--- src/design/vss_pkg.sv ---
// Package for the visual servo setpoint step block.
// Holds the shared widths, register indexes, reset values, the sequencer state type
// and the divider request type. It depends on nothing else.
`default_nettype none

package vss_pkg;

  localparam int POS_W      = 32;
  localparam int PIX_W      = 16;
  localparam int MUL_W      = 34;
  localparam int PROD_W     = 2 * MUL_W;
  localparam int DIV_NUM_W  = 64;
  localparam int DIV_DEN_W  = 33;
  localparam int DIV_CNT_W  = $clog2(DIV_NUM_W);
  localparam int ROOT_W     = 33;
  localparam int ACC_W      = 2 * ROOT_W;
  localparam int SQ_CNT_W   = $clog2(ROOT_W);
  localparam int SQ_REM_W   = ROOT_W + 2;
  localparam int SAT_W      = PROD_W + 1;
  localparam int CFG_IDX_W  = 3;
  localparam int CFG_DATA_W = 32;

  localparam logic [CFG_IDX_W-1:0] CFG_IMAGE_CENTER_X    = 3'd0;
  localparam logic [CFG_IDX_W-1:0] CFG_IMAGE_CENTER_Y    = 3'd1;
  localparam logic [CFG_IDX_W-1:0] CFG_REFERENCE_AREA    = 3'd2;
  localparam logic [CFG_IDX_W-1:0] CFG_LATERAL_GAIN      = 3'd3;
  localparam logic [CFG_IDX_W-1:0] CFG_DEPTH_GAIN        = 3'd4;
  localparam logic [CFG_IDX_W-1:0] CFG_STEP_LENGTH       = 3'd5;
  localparam logic [CFG_IDX_W-1:0] CFG_ARRIVAL_TOLERANCE = 3'd6;

  localparam logic [15:0] RST_IMAGE_CENTER_X    = 16'd375;
  localparam logic [15:0] RST_IMAGE_CENTER_Y    = 16'd240;
  localparam logic [31:0] RST_REFERENCE_AREA    = 32'd8000;
  localparam logic [23:0] RST_LATERAL_GAIN      = 24'd3277;
  localparam logic [23:0] RST_DEPTH_GAIN        = 24'd65536;
  localparam logic [30:0] RST_STEP_LENGTH       = 31'd65536;
  localparam logic [30:0] RST_ARRIVAL_TOLERANCE = 31'd13107;

  localparam logic REQ_POSITION = 1'b0;

  typedef enum logic [4:0] {
    ST_IDLE,
    ST_OX,
    ST_OY,
    ST_AREA,
    ST_DIFF,
    ST_OZ_MUL,
    ST_OZ_DIV,
    ST_OZ_WAIT,
    ST_DZ,
    ST_SQ_Y,
    ST_SQ_Z,
    ST_TOL,
    ST_STEP,
    ST_CMP,
    ST_ROOT,
    ST_AX_MUL,
    ST_AX_DIV,
    ST_AX_WAIT,
    ST_DONE
  } vss_state_t;

  typedef struct packed {
    logic                 start;
    logic [DIV_NUM_W-1:0] num;
    logic [DIV_DEN_W-1:0] den;
  } vss_div_req_t;

endpackage

`default_nettype wire

--- src/design/vss_mul.sv ---
// Shared signed multiplier with a registered product.
// Depends on vss_pkg for the operand width.
`default_nettype none

module vss_mul (
  input  wire                                 clk,
  input  wire logic signed [vss_pkg::MUL_W-1:0]  a,
  input  wire logic signed [vss_pkg::MUL_W-1:0]  b,
  output logic signed [vss_pkg::PROD_W-1:0]      p
);
  import vss_pkg::*;

  always_ff @(posedge clk) begin
    p <= a * b;
  end

endmodule

`default_nettype wire

--- config.mk ---
export PLATFORM = sky130hd
export DESIGN_NAME = vss_mul
export DESIGN_NICKNAME = d
export VERILOG_FILES = /design/src/design/vss_pkg.sv /design/src/design/vss_mul.sv
export SDC_FILE = /design/constraint.sdc
export NUM_CORES = 2
export LEC_CHECK = 0
export BUFFER_PORTS_ARGS = -buffer_cell sky130_fd_sc_hd__buf_2
export CELL_PAD_IN_SITES_DETAIL_PLACEMENT = 0
export CELL_PAD_IN_SITES_GLOBAL_PLACEMENT = 2
export CORE_MARGIN = 1.5
export CORE_UTILIZATION = 39
export DETAILED_ROUTE_END_ITERATION = 16
export GPL_TIMING_DRIVEN = 0
export PLACE_DENSITY = 0.81
export SETUP_SLACK_MARGIN = 0.02
export SYNTH_ARGS = -nofsm -noshare
export SYNTH_HDL_FRONTEND = slang
export SYNTH_SLANG_ARGS = --single-unit
--- constraint.sdc ---
create_clock -name clk -period 8.4 [get_ports clk]
set_clock_uncertainty 0.2 [all_clocks]
set_input_delay 0.84 -clock clk [delete_from_list [all_inputs] [get_ports clk]]
set_output_delay 0.84 -clock clk [all_outputs]
set_load 0.01 [all_outputs]
==> impl_metrics.ini <==
[run_status]
status = finished clean

[worst_setup_path]
cp-end-kind = flip-flop
critical_path_class = in -> reg
critPathMaxFanout = 10
required_ns = 8.53
worstSetupStartpoint = a[8]
crit_path_frequent_cell = fa_1
slowest_stage = fa_1
max_stage_delay_ns = 0.53
worstPathArrival_ns = 8.52
start_kind = primary input
crit_end = p[64]

[floorplan]
dieArea_um2 = 112000
ios = 137
coreArea_um2 = 109000
fp.dieW_um = 335
dieHeight_um = 335
start_util_pct = 39.4
placement_rows = 121

[yosys]
seq_area_frac_synth_pct = 3.16
synth-edff-count = 0
synth.avg_cell_area_um2 = 9.45
ys_ff_latch = 68
ys.flop_type = dfxtp_1
async_flop_share_pct = 0
ys_types = 69
synthCells = 4554
ys_warn_count = 0
synth_top_area_share_pct = 57.7
synth_top_cell_by_area = fa_1
syn_area_um2 = 43000
syn_nets = 6068
ys_top_cells_by_area = fa_1, inv_1, and2_1

[global_routing]
grt_antenna_before_repair = 37
globalRouteOverflowTotal = 0
grt_pass1_wl_um = 248000
grt_max_degree = 17
grt_util_all_layers_pct = 31.5
first_global_vias = 34800

[final_layout]
layout.nets = 6279
final_common_cell = inv_1
reg_top3 = p x68
layout.cells.non_filler = 6265
fillers = 10800
drive_gt1_share_pct = 11.8
max_flop_register = p
largest_reg_flops = 68
final_cell_mix = inv_1, fa_1, and2_1
syn2layout_area_growth_pct = 13.5

[sta]
period_needed_ns = 8.39
period_share_pct = 99.9
worst_slew_pin_slew_ns = 1.25
fmax_mhz = 119
hold_viol = 0
slew_headroom_pct = 16.4
finalSetupViolCount = 0
drv_slew = 0
rsz0062_at_grt = true

[clock_network]
hold_buffers = 0
clkTransAtPathRegs_ns = 0.09
htreeDepth = 3
cts_buffers = 9
cts.sink_count = 68
cts_tree = built
cts_buffer_depth = 2
root_buffer = clkbuf_16

[run]
drv_cap = 0

[routing]
dr.max_layer_used = met5
wl_met2_um = 78400
routedWlPerCell_um = 27.1
antenna_left = 0
wl_met3_um = 13400
drc = 0
vias = 31800
drt-met1-wl_um = 69000
wl_um = 170000
firstDrtPassIters = 5
drtIter0Drc = 2461
vias_per_cell = 5.07

[min_path]
hp-class = in -> reg

[placed_design]
hpwl_um = 141000
placed_cells = 6161
portBuffers = 130
gp_congestion = 1.02
[metal layers]
layer | GRT usage [%] | vias up
li1 | - | 13300
met4 | 14.9 | 20
met3 | 6.06 | 336
met1 | 41.7 | 16800
met5 | 0.130 | -
met2 | 49.6 | 1339
[through the flow]
stage | instance area (um^2) | util, % | hold slack (ns) | setup TNS, ns | worst slack (ns)
4_1_cts | 48000 | 44.0 | 0.627 | -0.185 | -0.148
3_3_place_gp | 45500 | 41.7 | 1.03 | -76.53 | -2.52
3_5_place_dp | 45600 | 41.7 | 1.03 | -76.54 | -2.55
6_report | 48800 | 44.8 | 0.642 | 0 | 0.00889
5_1_grt | 48800 | 44.7 | 0.643 | -0.961 | -0.172
2_1_floorplan | 43000 | - | 0.767 | 0 | 0.0825
[critical path: cells and delay by family]
kind                     cells  cell delay (ns)
AND/OR/NAND/NOR              3             0.63
adder cells (fa/ha/maj)      9             4.28
XOR/XNOR                     1             0.10
AO/OA/AOI/OAI                7             1.89
buffers and inverters        7             0.76
[worst min-delay path by stage]
stage	startpoint	endpoint	slack, ns	cells after the start
3_3_place_gp	p[5]	p[5]	1.03	1
4_1_cts	a[0]	p[0]	0.63	2
6_report	a[0]	p[0]	0.64	2
3_5_place_dp	p[25]	p[25]	1.03	1
5_1_grt	a[0]	p[0]	0.64	2
2_1_floorplan	a[0]	p[0]	0.77	1
[cell usage after synthesis, types with 3 or more instances]
cell type and instances:
fa_1 1241, inv_1 1231, and2_1 621, nand2_1 542
clkbuf_1 214, ha_1 204, dfxtp_1 68, a21oi_1 61
xnor2_1 56, nor2_1 54, a21o_1 37, o21ai_0 31
xor2_1 23, nand2b_1 20, o21bai_1 12, nand3_1 11
nand4_1 11, nor2b_1 9, a31oi_1 7, o21ai_1 7
a211oi_1 6, and3_1 5, nor3_1 5, buf_4 4
o21a_1 4, or2_2 4, a221oi_1 3, and3_2 3
o211ai_1 3, o41ai_1 3, o41ai_2 3
[logic make-up (layout without fill, tap and decap cells)]
family / after synthesis / after routing / share of synthesized area (%)
other: 0 / 19 / 0
adders and majority gates: 1445 / 1445 / 63.7
AOI/OAI and AO/OA: 206 / 206 / 3.35
xor gates and xnor gates: 79 / 79 / 1.61
DFF: 68 / 68 / 3.16
buffers and inverters: 1460 / 1676 / 12.8
and+or+nand+nor: 1296 / 1296 / 15.4
[what timing repair did]
action,4_1_cts,5_1_grt
buffers inserted,41,32
pin swaps,37,50
cloned,0,1
setup endpoints to repair,42,23
gates resized for setup,556,234
[area by class of cell]
| class | instances | area, um^2 | area share, % |
|---|---|---|---|
| antenna | 19 | 47.5 | 0.0973 |
| buffer | 224 | 2460 | 5.03 |
| clock buffer | 11 | 243 | 0.497 |
| clock inverter | 5 | 83.8 | 0.172 |
| inverter | 1232 | 4630 | 9.48 |
| multi-input combinational | 3026 | 36700 | 75.1 |
| sequential | 68 | 1360 | 2.79 |
| tap | 1476 | 1850 | 3.78 |
| timing repair buffer | 204 | 1510 | 3.09 |
Power is not shown: default switching activity piles up to over one toggle a cycle in this logic, so the estimate is an artifact.
