[config.mk]
export PLATFORM = sky130hd
export DESIGN_NAME = vss_sqrt
export DESIGN_NICKNAME = d
export VERILOG_FILES = /design/src/design/vss_pkg.sv /design/src/design/vss_sqrt.sv
export SDC_FILE = /design/constraint.sdc
export NUM_CORES = 1
export LEC_CHECK = 0
export ABC_AREA = 1
export ABC_CLOCK_PERIOD_IN_PS = 21700
export BUFFER_PORTS_ARGS = -buffer_cell sky130_fd_sc_hd__clkbuf_2
export CAP_MARGIN = 20
export CORE_MARGIN = 1.5
export CORE_UTILIZATION = 45
export DETAILED_ROUTE_END_ITERATION = 8
export SYNTH_ARGS = -nofsm -noshare
export SYNTH_HDL_FRONTEND = slang
export SYNTH_SLANG_ARGS = --single-unit
[constraint.sdc]
create_clock -name clk -period 21.7 [get_ports clk]
set_input_delay 4.34 -clock clk [delete_from_list [all_inputs] [get_ports clk]]
set_output_delay 4.34 -clock clk [all_outputs]
set_load 0.02 [all_outputs]
[src/design/vss_pkg.sv]
// Package for the visual servo setpoint step block.
// Holds the shared widths, register indexes, reset values, the sequencer state type
// and the divider request type. It depends on nothing else.
`default_nettype none

package vss_pkg;

  localparam int POS_W      = 32;
  localparam int PIX_W      = 16;
  localparam int MUL_W      = 34;
  localparam int PROD_W     = 2 * MUL_W;
  localparam int DIV_NUM_W  = 64;
  localparam int DIV_DEN_W  = 33;
  localparam int DIV_CNT_W  = $clog2(DIV_NUM_W);
  localparam int ROOT_W     = 33;
  localparam int ACC_W      = 2 * ROOT_W;
  localparam int SQ_CNT_W   = $clog2(ROOT_W);
  localparam int SQ_REM_W   = ROOT_W + 2;
  localparam int SAT_W      = PROD_W + 1;
  localparam int CFG_IDX_W  = 3;
  localparam int CFG_DATA_W = 32;

  localparam logic [CFG_IDX_W-1:0] CFG_IMAGE_CENTER_X    = 3'd0;
  localparam logic [CFG_IDX_W-1:0] CFG_IMAGE_CENTER_Y    = 3'd1;
  localparam logic [CFG_IDX_W-1:0] CFG_REFERENCE_AREA    = 3'd2;
  localparam logic [CFG_IDX_W-1:0] CFG_LATERAL_GAIN      = 3'd3;
  localparam logic [CFG_IDX_W-1:0] CFG_DEPTH_GAIN        = 3'd4;
  localparam logic [CFG_IDX_W-1:0] CFG_STEP_LENGTH       = 3'd5;
  localparam logic [CFG_IDX_W-1:0] CFG_ARRIVAL_TOLERANCE = 3'd6;

  localparam logic [15:0] RST_IMAGE_CENTER_X    = 16'd375;
  localparam logic [15:0] RST_IMAGE_CENTER_Y    = 16'd240;
  localparam logic [31:0] RST_REFERENCE_AREA    = 32'd8000;
  localparam logic [23:0] RST_LATERAL_GAIN      = 24'd3277;
  localparam logic [23:0] RST_DEPTH_GAIN        = 24'd65536;
  localparam logic [30:0] RST_STEP_LENGTH       = 31'd65536;
  localparam logic [30:0] RST_ARRIVAL_TOLERANCE = 31'd13107;

  localparam logic REQ_POSITION = 1'b0;

  typedef enum logic [4:0] {
    ST_IDLE,
    ST_OX,
    ST_OY,
    ST_AREA,
    ST_DIFF,
    ST_OZ_MUL,
    ST_OZ_DIV,
    ST_OZ_WAIT,
    ST_DZ,
    ST_SQ_Y,
    ST_SQ_Z,
    ST_TOL,
    ST_STEP,
    ST_CMP,
    ST_ROOT,
    ST_AX_MUL,
    ST_AX_DIV,
    ST_AX_WAIT,
    ST_DONE
  } vss_state_t;

  typedef struct packed {
    logic                 start;
    logic [DIV_NUM_W-1:0] num;
    logic [DIV_DEN_W-1:0] den;
  } vss_div_req_t;

endpackage

`default_nettype wire

[src/design/vss_sqrt.sv]
// Digit-by-digit floor square root, one root bit per cycle.
// Depends on vss_pkg for its widths.
`default_nettype none

module vss_sqrt (
  input  wire                               clk,
  input  wire                               rst,
  input  wire                               start,
  input  wire [vss_pkg::ACC_W-1:0]          rad,
  output logic                              busy,
  output logic                              done,
  output logic [vss_pkg::ROOT_W-1:0]        root
);
  import vss_pkg::*;

  logic [ACC_W-1:0]    shreg;
  logic [SQ_REM_W-1:0] rem;
  logic [SQ_CNT_W-1:0] cnt;
  logic [SQ_REM_W+1:0] rem_sh;
  logic [SQ_REM_W+1:0] trial;
  logic                fits;

  assign rem_sh = {rem, shreg[ACC_W-1:ACC_W-2]};
  assign trial  = {2'b00, root, 2'b01};
  assign fits   = rem_sh >= trial;

  always_ff @(posedge clk) begin
    if (rst) begin
      busy <= 1'b0;
      done <= 1'b0;
    end else begin
      done <= 1'b0;
      if (start) begin
        busy  <= 1'b1;
        cnt   <= SQ_CNT_W'(ROOT_W - 1);
        rem   <= '0;
        root  <= '0;
        shreg <= rad;
      end else if (busy) begin
        rem   <= fits ? SQ_REM_W'(rem_sh - trial) : rem_sh[SQ_REM_W-1:0];
        root  <= {root[ROOT_W-2:0], fits};
        shreg <= {shreg[ACC_W-3:0], 2'b00};
        cnt   <= cnt - 1'b1;
        if (cnt == '0) begin
          busy <= 1'b0;
          done <= 1'b1;
        end
      end
    end
  end

endmodule

`default_nettype wire

==> results_dict.tcl <==
set metrics [dict create \
    status "finished, final reports clean" \
    dr_wl_met2_um 8863 \
    cts.htree.levels 4 \
    yosys.area.top_type "edfxtp_1" \
    globalRouteOverflowTotal 0 \
    fin_ws_ns 14.83 \
    core_area_um2 18890 \
    synth_top_area_frac 0.4793 \
    grt_pass1_wl_um 32680 \
    hold_class "reg -> reg" \
    worstPathArrival_ns 6.94 \
    cts_buffer_depth 2 \
    ant_nets 0 \
    diodes 0 \
    p_leak_uw 0.005195 \
    clk_latency_ns 0.44 \
    dieArea_um2 20340 \
    worstPathMaxFanout 54 \
    drt_iter0_drc 367 \
    seqPwrFrac 0.409 \
    remaining_drc_errors 0 \
    route.met3.wl_um 787 \
    final_common_cell "nand2_1" \
    grt_start_max_net_pins 102 \
    worst_ep_required_time_ns 21.76 \
    startpoint_type "input port" \
    hold_viol 0 \
    fin_skew_ns 0.01069 \
    drv_cap 0 \
    ios 104 \
    die_x_um 142.6 \
    ys_seq_area_frac 0.4839 \
    period_needed_ns 6.872 \
    drt_pre_antenna_iters 6 \
    critPathCaptureType "register" \
    hold_buffers 0 \
    swShare 0.3155 \
    critPathMaxStageDelay_ns 0.65 \
    cts_tree "built" \
    max_slew_margin 0.3221 \
    yosys-top-cells-area "edfxtp_1, nand2_1, inv_1, nor2_1, ha_1" \
    postCtsSetupBuffers 0 \
    grtUsageTotal 0.2045 \
    nets 1366 \
    setup_viol 0 \
    pwr-share-clk 0.370 \
    power_density_nw_per_um2 81.33 \
    vias_per_cell 4.644 \
    synth.distinct_cells 33 \
    root_buffer "clkbuf_16" \
    via_count 7120 \
    yosys_warnings 0 \
    cts_sinks 142 \
    synth.net_count 1268 \
    switchingPower_uw 260.4 \
    timing.critical_path.mode_cell "buf_4" \
    finalCritPeriodShare 0.3167 \
    synth_area_um2 8771 \
    power_frac_comb 0.221 \
    path_cells "buf_4 > inv_2 > a21oi_4 > buf_16 > buf_4 > buf_4" \
    num_rows 50 \
    fmax_mhz 145.5 \
    grt_pass1_vias 6825 \
    cts_inserted_buffers 17 \
    slew_violations 0 \
    antenna_found_initial 0 \
    fin_tns_setup_ns 0 \
    globalplace.congestion 0.9046 \
    routed_wl_um 19500 \
    final_cell_mix "nand2_1, inv_1, nor2_1" \
    crit_type "in -> reg" \
    die_y_um 142.6 \
    post_cts_resized 0 \
    tightest_slew_ns 1.017 \
    syn2layout_area_growth_pct 15.73 \
    pre_cts_slack_ns 14.09 \
    ys_ff_latch 142 \
    top_layer_used "met4" \
    io_buffer_count 103 \
    syn_inst 1162 \
    internal_power_uw 565.1 \
    dp_hpwl_um 14060 \
    peakVddDrop_uv 59.85 \
    synth.avg_cell_area_um2 7.548 \
    final_layout_size_suffix_gt1_frac 0.1304 \
    start_util 0.4642 \
    crit_slowest_cell "buf_4" \
    wire_per_inst_um 12.72 \
    clkTransAtPathRegs_ns 0.07 \
    rsz0062_at_grt "false" \
    drt-met1-wl_um 9499 \
]
==> flip-flops by register name, indices dropped and copies added, names as in the netlist <==
register / flops
shreg: 66
rem: 35
busy: 1
done: 1
cnt: 6
root: 33
==> path summary, 6_finish.rpt <==
kind | start | end | slack [ns] | depth (start not counted)
worst max-delay path | start | root[17] | 14.83 | 6
worst min-delay path | shreg[58] | shreg[60] | 0.51 | 2
worst max register to register | rem[24] | rem[20] | 18.63 | 11
worst min register to register | shreg[58] | shreg[60] | 0.51 | 2
==> worst max-delay path: cells and delay by family <==
kind                   cells  cell delay [ns]
buffers and inverters      5             1.93
AO/OA/AOI/OAI              1             0.59
==> cell usage after synthesis (all sizes together) <==
master  number
a211oi       1
a21boi       1
a21oi       25
and2         1
and3         1
buf         11
clkbuf      19
dfxtp        2
edfxtp     140
ha          37
inv        169
nand2      498
nand3       25
nand3b       9
nand4        8
nor2       156
nor3         4
nor4         2
o21a         2
o21ai       26
o21bai       2
or2          3
xnor2        3
xor2        17
==> stage by stage <==
step / util / total power (uW) / hold WS [ns] / instance area (um2) / std cells
4_1_cts: 0.5358 / 830.5 / 0.5108 / 10120 / 1532
2_1_floorplan: - / 482.1 / 0.4874 / 8771 / 1162
5_1_grt: 0.5373 / 869.7 / 0.5345 / 10150 / 1533
3_5_place_dp: 0.5040 / 526.2 / 0.4944 / 9523 / 1500
6_report: 0.5373 / 825.5 / 0.5078 / 10150 / 1533
3_3_place_gp: 0.5040 / 524.7 / 0.4923 / 9523 / 1500
==> layout make-up <==
class	count	area, um2
Timing Repair Buffer	109	583.1
Clock buffer	18	429.2
Clock inverter	14	171.4
Sequential cell	142	4244
Tap cell	260	325.3
Fill cell	1911	8742
Inverter	169	634.4
Multi-Input combinational cell	821	3764
==> cell families (layout without fill, tap and decap cells) <==
group | after synthesis | count (layout) | synth area share
buffers and inverters | 199 | 310 | 0.08830
adder cells (fa/ha/maj) | 37 | 37 | 0.05278
AO/OA/AOI/OAI | 57 | 57 | 0.03467
AND/OR/NAND/NOR | 707 | 707 | 0.3204
XOR/XNOR | 20 | 20 | 0.01997
flip-flops | 142 | 142 | 0.4839
==> power groups by stage <==
stage	Sequential (uW)	Combinational, uW	Clock, uW
2_1_floorplan	350	132	0
5_1_grt	341	210	319
6_report	338	182	305
3_3_place_gp	344	181	0
3_5_place_dp	344	182	0
4_1_cts	338	183	309
==> metal layers <==
metal | global-route usage | up-vias
met1 | 0.2769 | 3145
li1 | - | 3818
met3 | 0.04259 | 25
met4 | 0.07216 | 0
met2 | 0.3258 | 132
met5 | 0 | -
Power figures use the tool's default switching activity.
