==> src/design/vss_pkg.sv <==
// Package for the visual servo setpoint step block.
// Holds the shared widths, register indexes, reset values, the sequencer state type
// and the divider request type. It depends on nothing else.
`default_nettype none

package vss_pkg;

  localparam int POS_W      = 32;
  localparam int PIX_W      = 16;
  localparam int MUL_W      = 34;
  localparam int PROD_W     = 2 * MUL_W;
  localparam int DIV_NUM_W  = 64;
  localparam int DIV_DEN_W  = 33;
  localparam int DIV_CNT_W  = $clog2(DIV_NUM_W);
  localparam int ROOT_W     = 33;
  localparam int ACC_W      = 2 * ROOT_W;
  localparam int SQ_CNT_W   = $clog2(ROOT_W);
  localparam int SQ_REM_W   = ROOT_W + 2;
  localparam int SAT_W      = PROD_W + 1;
  localparam int CFG_IDX_W  = 3;
  localparam int CFG_DATA_W = 32;

  localparam logic [CFG_IDX_W-1:0] CFG_IMAGE_CENTER_X    = 3'd0;
  localparam logic [CFG_IDX_W-1:0] CFG_IMAGE_CENTER_Y    = 3'd1;
  localparam logic [CFG_IDX_W-1:0] CFG_REFERENCE_AREA    = 3'd2;
  localparam logic [CFG_IDX_W-1:0] CFG_LATERAL_GAIN      = 3'd3;
  localparam logic [CFG_IDX_W-1:0] CFG_DEPTH_GAIN        = 3'd4;
  localparam logic [CFG_IDX_W-1:0] CFG_STEP_LENGTH       = 3'd5;
  localparam logic [CFG_IDX_W-1:0] CFG_ARRIVAL_TOLERANCE = 3'd6;

  localparam logic [15:0] RST_IMAGE_CENTER_X    = 16'd375;
  localparam logic [15:0] RST_IMAGE_CENTER_Y    = 16'd240;
  localparam logic [31:0] RST_REFERENCE_AREA    = 32'd8000;
  localparam logic [23:0] RST_LATERAL_GAIN      = 24'd3277;
  localparam logic [23:0] RST_DEPTH_GAIN        = 24'd65536;
  localparam logic [30:0] RST_STEP_LENGTH       = 31'd65536;
  localparam logic [30:0] RST_ARRIVAL_TOLERANCE = 31'd13107;

  localparam logic REQ_POSITION = 1'b0;

  typedef enum logic [4:0] {
    ST_IDLE,
    ST_OX,
    ST_OY,
    ST_AREA,
    ST_DIFF,
    ST_OZ_MUL,
    ST_OZ_DIV,
    ST_OZ_WAIT,
    ST_DZ,
    ST_SQ_Y,
    ST_SQ_Z,
    ST_TOL,
    ST_STEP,
    ST_CMP,
    ST_ROOT,
    ST_AX_MUL,
    ST_AX_DIV,
    ST_AX_WAIT,
    ST_DONE
  } vss_state_t;

  typedef struct packed {
    logic                 start;
    logic [DIV_NUM_W-1:0] num;
    logic [DIV_DEN_W-1:0] den;
  } vss_div_req_t;

endpackage

`default_nettype wire

==> src/design/vss_div.sv <==
// Restoring unsigned divider, one quotient bit per cycle.
// Depends on vss_pkg for its widths and the request type.
`default_nettype none

module vss_div (
  input  wire                                  clk,
  input  wire                                  rst,
  input  wire vss_pkg::vss_div_req_t           req,
  output logic                                 busy,
  output logic                                 done,
  output logic [vss_pkg::DIV_NUM_W-1:0]        quo
);
  import vss_pkg::*;

  logic [DIV_DEN_W-1:0] rem;
  logic [DIV_DEN_W-1:0] den;
  logic [DIV_CNT_W-1:0] cnt;
  logic [DIV_DEN_W:0]   rem_sh;
  logic                 fits;

  assign rem_sh = {rem, quo[DIV_NUM_W-1]};
  assign fits   = rem_sh >= {1'b0, den};

  always_ff @(posedge clk) begin
    if (rst) begin
      busy <= 1'b0;
      done <= 1'b0;
    end else begin
      done <= 1'b0;
      if (req.start) begin
        busy <= 1'b1;
        cnt  <= DIV_CNT_W'(DIV_NUM_W - 1);
        rem  <= '0;
        quo  <= req.num;
        den  <= req.den;
      end else if (busy) begin
        rem <= fits ? DIV_DEN_W'(rem_sh - {1'b0, den}) : rem_sh[DIV_DEN_W-1:0];
        quo <= {quo[DIV_NUM_W-2:0], fits};
        cnt <= cnt - 1'b1;
        if (cnt == '0) begin
          busy <= 1'b0;
          done <= 1'b1;
        end
      end
    end
  end

endmodule

`default_nettype wire

==> config.mk <==
export PLATFORM = sky130hd
export DESIGN_NAME = vss_div
export DESIGN_NICKNAME = d
export VERILOG_FILES = /design/src/design/vss_pkg.sv /design/src/design/vss_div.sv
export SDC_FILE = /design/constraint.sdc
export NUM_CORES = 1
export LEC_CHECK = 0
export BUFFER_PORTS_ARGS = -buffer_cell sky130_fd_sc_hd__buf_4
export CORE_MARGIN = 5
export CORE_UTILIZATION = 30
export CTS_CLUSTER_SIZE = 20
export DETAILED_ROUTE_END_ITERATION = 8
export GPL_TIMING_DRIVEN = 0
export PLACE_DENSITY_LB_ADDON = 0.3
export REMOVE_ABC_BUFFERS = 1
export SLEW_MARGIN = 20
export SYNTH_ARGS = -nofsm -noshare
export SYNTH_HDL_FRONTEND = slang
export SYNTH_SLANG_ARGS = --single-unit
==> constraint.sdc <==
create_clock -name clk -period 7.6 [get_ports clk]
set_clock_uncertainty 0.1 [all_clocks]
set_input_delay 0.38 -clock clk [delete_from_list [all_inputs] [get_ports clk]]
set_output_delay 0.38 -clock clk [all_outputs]
set_load 0.03 [all_outputs]
==> reports/qor.yml <==
grt_max_degree: 99
r2r_start: "quo[63]"
holdPathEnd: "den[4]"
async_reset_ff_share_pct: 0
synth_edf_count: 136
critPathSlowestCell: "or2_2"
ctsResizeCount: 0
htreeDepth: 4
clock_latency_ps: 420
drive_gt1_share_pct: 33.3
syn_inst: 644
p_int_mw: 1.66
worstPathRequired_ps: 7630
hold_violations: 0
syn_avg_cell_area_um2: 11.7
pwr-share-clk_pct: 36.1
ios: 166
final_area_um2: 9810
critPathLaunchType: "flip-flop"
cts_tree: "built"
final_cells: 1144
synth-seq-area-share_pct: 55.0
power_density_nw_per_um2: 243
die_h_um: 168
synth.cell_area_um2: 7500
clock.fmax_mhz: 257
firstDrtPassIters: 4
gr-total-overflow: 0
num_rows: 57
wl_um: 19800
die_area_um2: 28300
antenna_cells: 0
hold_depth: 1
ys_warn_count: 0
grt_pass1_wl_um: 31200
nets: 943
setup_viol_count_final: 0
ant_nets: 0
cp_cell_sequence: "inv_1 -> ha_1 -> inv_1 -> fa_1 -> a21o_1 -> a221oi_1 -> o21ai_2 -> o211ai_1 -> and4bb_4 -> or2_2 -> or4_1 -> a21oi_1"
gp_congestion: 0.820
drc: 0
p_switching_uw: 727
power_frac_comb_pct: 24.2
numCtsBuffers: 17
die_x_um: 168
swShare_pct: 30.5
seqPwrFrac_pct: 39.8
critPathLaunch: "quo[63]"
root_buffer: "clkbuf_16"
clk_path_buf_depth: 2
synthDistinctLibCells: 57
synth-seq-cells: 138
hp-class: "input pin to flip-flop"
grt_pass1_vias: 5913
netlist_top_cells_area: "edfxtp_1 54%, mux2_2 9.5%, ha_1 5.8%, a21oi_1 3.5%, nand2_1 3.5%"
rsz0062_at_grt: "false"
rr_endpoint: "rem[7]"
track_usage_pct: 13.8
synth_top_area_share_pct: 54.4
vias: 5551
r2r_slack_ps: 3710
status: "finished clean"
max_cap_viol_count: 0
postCtsHoldBufs: 0
core_um2: 24500
viasPerCell: 4.85
postCtsSetupBuffers: 0
syn_to_final_growth_pct: 30.7
cp_slowest_stage_delay_ps: 630
placedCellCount: 1112
path_max_fanout: 33
wl_per_cell_um: 17.3
cts.sinks: 138
antenna_found_initial: 0
cp_common_cell: "inv_1"
hpwl_um: 14300
peakVddDrop_uv: 149
hp-start: "req[4]"
finalCriticalPeriod_ps: 3890
clk_pin_slew_ps: 70
slew_viol_final: 0
io_buffers: 165
p_leak_nw: 4.02
drt_iter0_drc: 314
place_area_um2: 9210
ys.flop_type: "edfxtp_1"
critical_path_arrival_ps: 3920
start_util_pct: 30.7
path_class: "flip-flop to flip-flop"
tightest_slew_ps: 910
endpoint_kind: "flip-flop"
post-route-period-util_pct: 51.2
reg2regPathDepth: 12
slew_headroom_pct: 38.9
synth_area_leader_cell: "edfxtp_1"
-- layout by cell type, fill, tap and decap left out, types with 2 or more instances in the layout --
master	instances
nor4_1	3
o311ai_0	3
nand4_1	2
and2_1	4
clkinv_4	3
nor3_1	10
nor2_1	25
buf_4	164
o211ai_1	7
nor2_4	3
edfxtp_1	136
clkbuf_16	17
a211oi_1	8
mux2_2	63
nor2b_1	3
a31oi_1	3
nand3_1	20
inv_6	5
xnor2_1	15
or3_1	3
a311oi_1	2
nand2_1	69
o31ai_1	7
inv_1	48
o21a_1	2
nand3b_1	5
and3_1	11
buf_16	4
o21ai_0	22
bufinv_16	2
a21oi_1	52
dfxtp_1	2
buf_12	2
inv_8	3
ha_1	35
a21o_1	21
xor2_1	7
-- final cells by class --
class | instances | area (um2)
clock inverter | 15 | 175
sequential | 138 | 4120
timing repair buffer | 171 | 1390
clock buffer | 17 | 425
inverter | 48 | 180
tap | 324 | 405
multi-input combinational | 431 | 3100
fill | 2395 | 14700
-- Yosys cell counts, types with 7 or more instances --
master,number
o31ai_1,7
edfxtp_1,136
o21ai_0,22
xor2_1,7
mux2_2,63
nor3_1,10
a211oi_1,8
o211ai_1,7
ha_1,35
inv_1,48
a21o_1,21
nand3_1,20
xnor2_1,15
a21oi_1,52
nand2_1,69
and3_1,11
clkbuf_1,19
nor2_1,28
-- cell families after synthesis --
kind of cell / synth area share (%)
AND/OR/NAND/NOR: 10.7
AO/OA/AOI/OAI: 12.1
flip-flops: 55.0
buffers and inverters: 3.99
multiplexers: 9.59
adder cells (fa/ha/maj): 6.10
XOR/XNOR: 2.57
-- state kept, by name (all words and copies together) (netlist names) --
register  cells
quo          64
den          33
rem          33
cnt           6
busy          1
done          1
-- worst max-delay path, delay by kind of cell, from the launching register on --
family                     cells  cell delay, ps
buffers and inverters          2             140
and+or+nand+nor                3            1160
DFF                            1             450
AOI/OAI and AO/OA              5            1180
adders and majority gates      2             560
-- worst max path at each step --
stage,end
final,rem[7]
after global routing,rem[7]
after CTS,rem[7]
after detailed placement,rem[7]
after global placement,quo[14]
after floorplan,cnt[0]
-- layer usage --
layer / wire length, um / GRT usage [%] / vias to the layer above
met3: 2100 / 7.48 / 9
met4: 150 / 2.93 / 0
met2: 9160 / 22.4 / 177
li1: - / - / 2720
met1: 8350 / 16.2 / 2645
met5: 0 / 0 / -
-- per-stage QoR --
stage | hold slack (ps) | worst slack [ps] | TNS, ps | power (mW) | util, %
after floorplan | 352 | 2050 | 0 | 1.34 | -
after global placement | 418 | -1430 | -146230 | 1.53 | 36.9
after detailed placement | 418 | 3680 | 0 | 1.54 | 37.6
after CTS | 19.6 | 3670 | 0 | 2.41 | 40.1
after global routing | 12.0 | 3460 | 0 | 2.51 | 40.1
final | 33.2 | 3710 | 0 | 2.39 | 40.1
-- power by group through the flow --
stage	clock [mW]	sequential, mW	combinational [mW]
after global placement	0	0.973	0.552
final	0.861	0.949	0.577
after detailed placement	0	0.964	0.577
after floorplan	0	1.01	0.333
after global routing	0.920	0.955	0.636
after CTS	0.881	0.950	0.581
(Power assumes the default switching activity.)
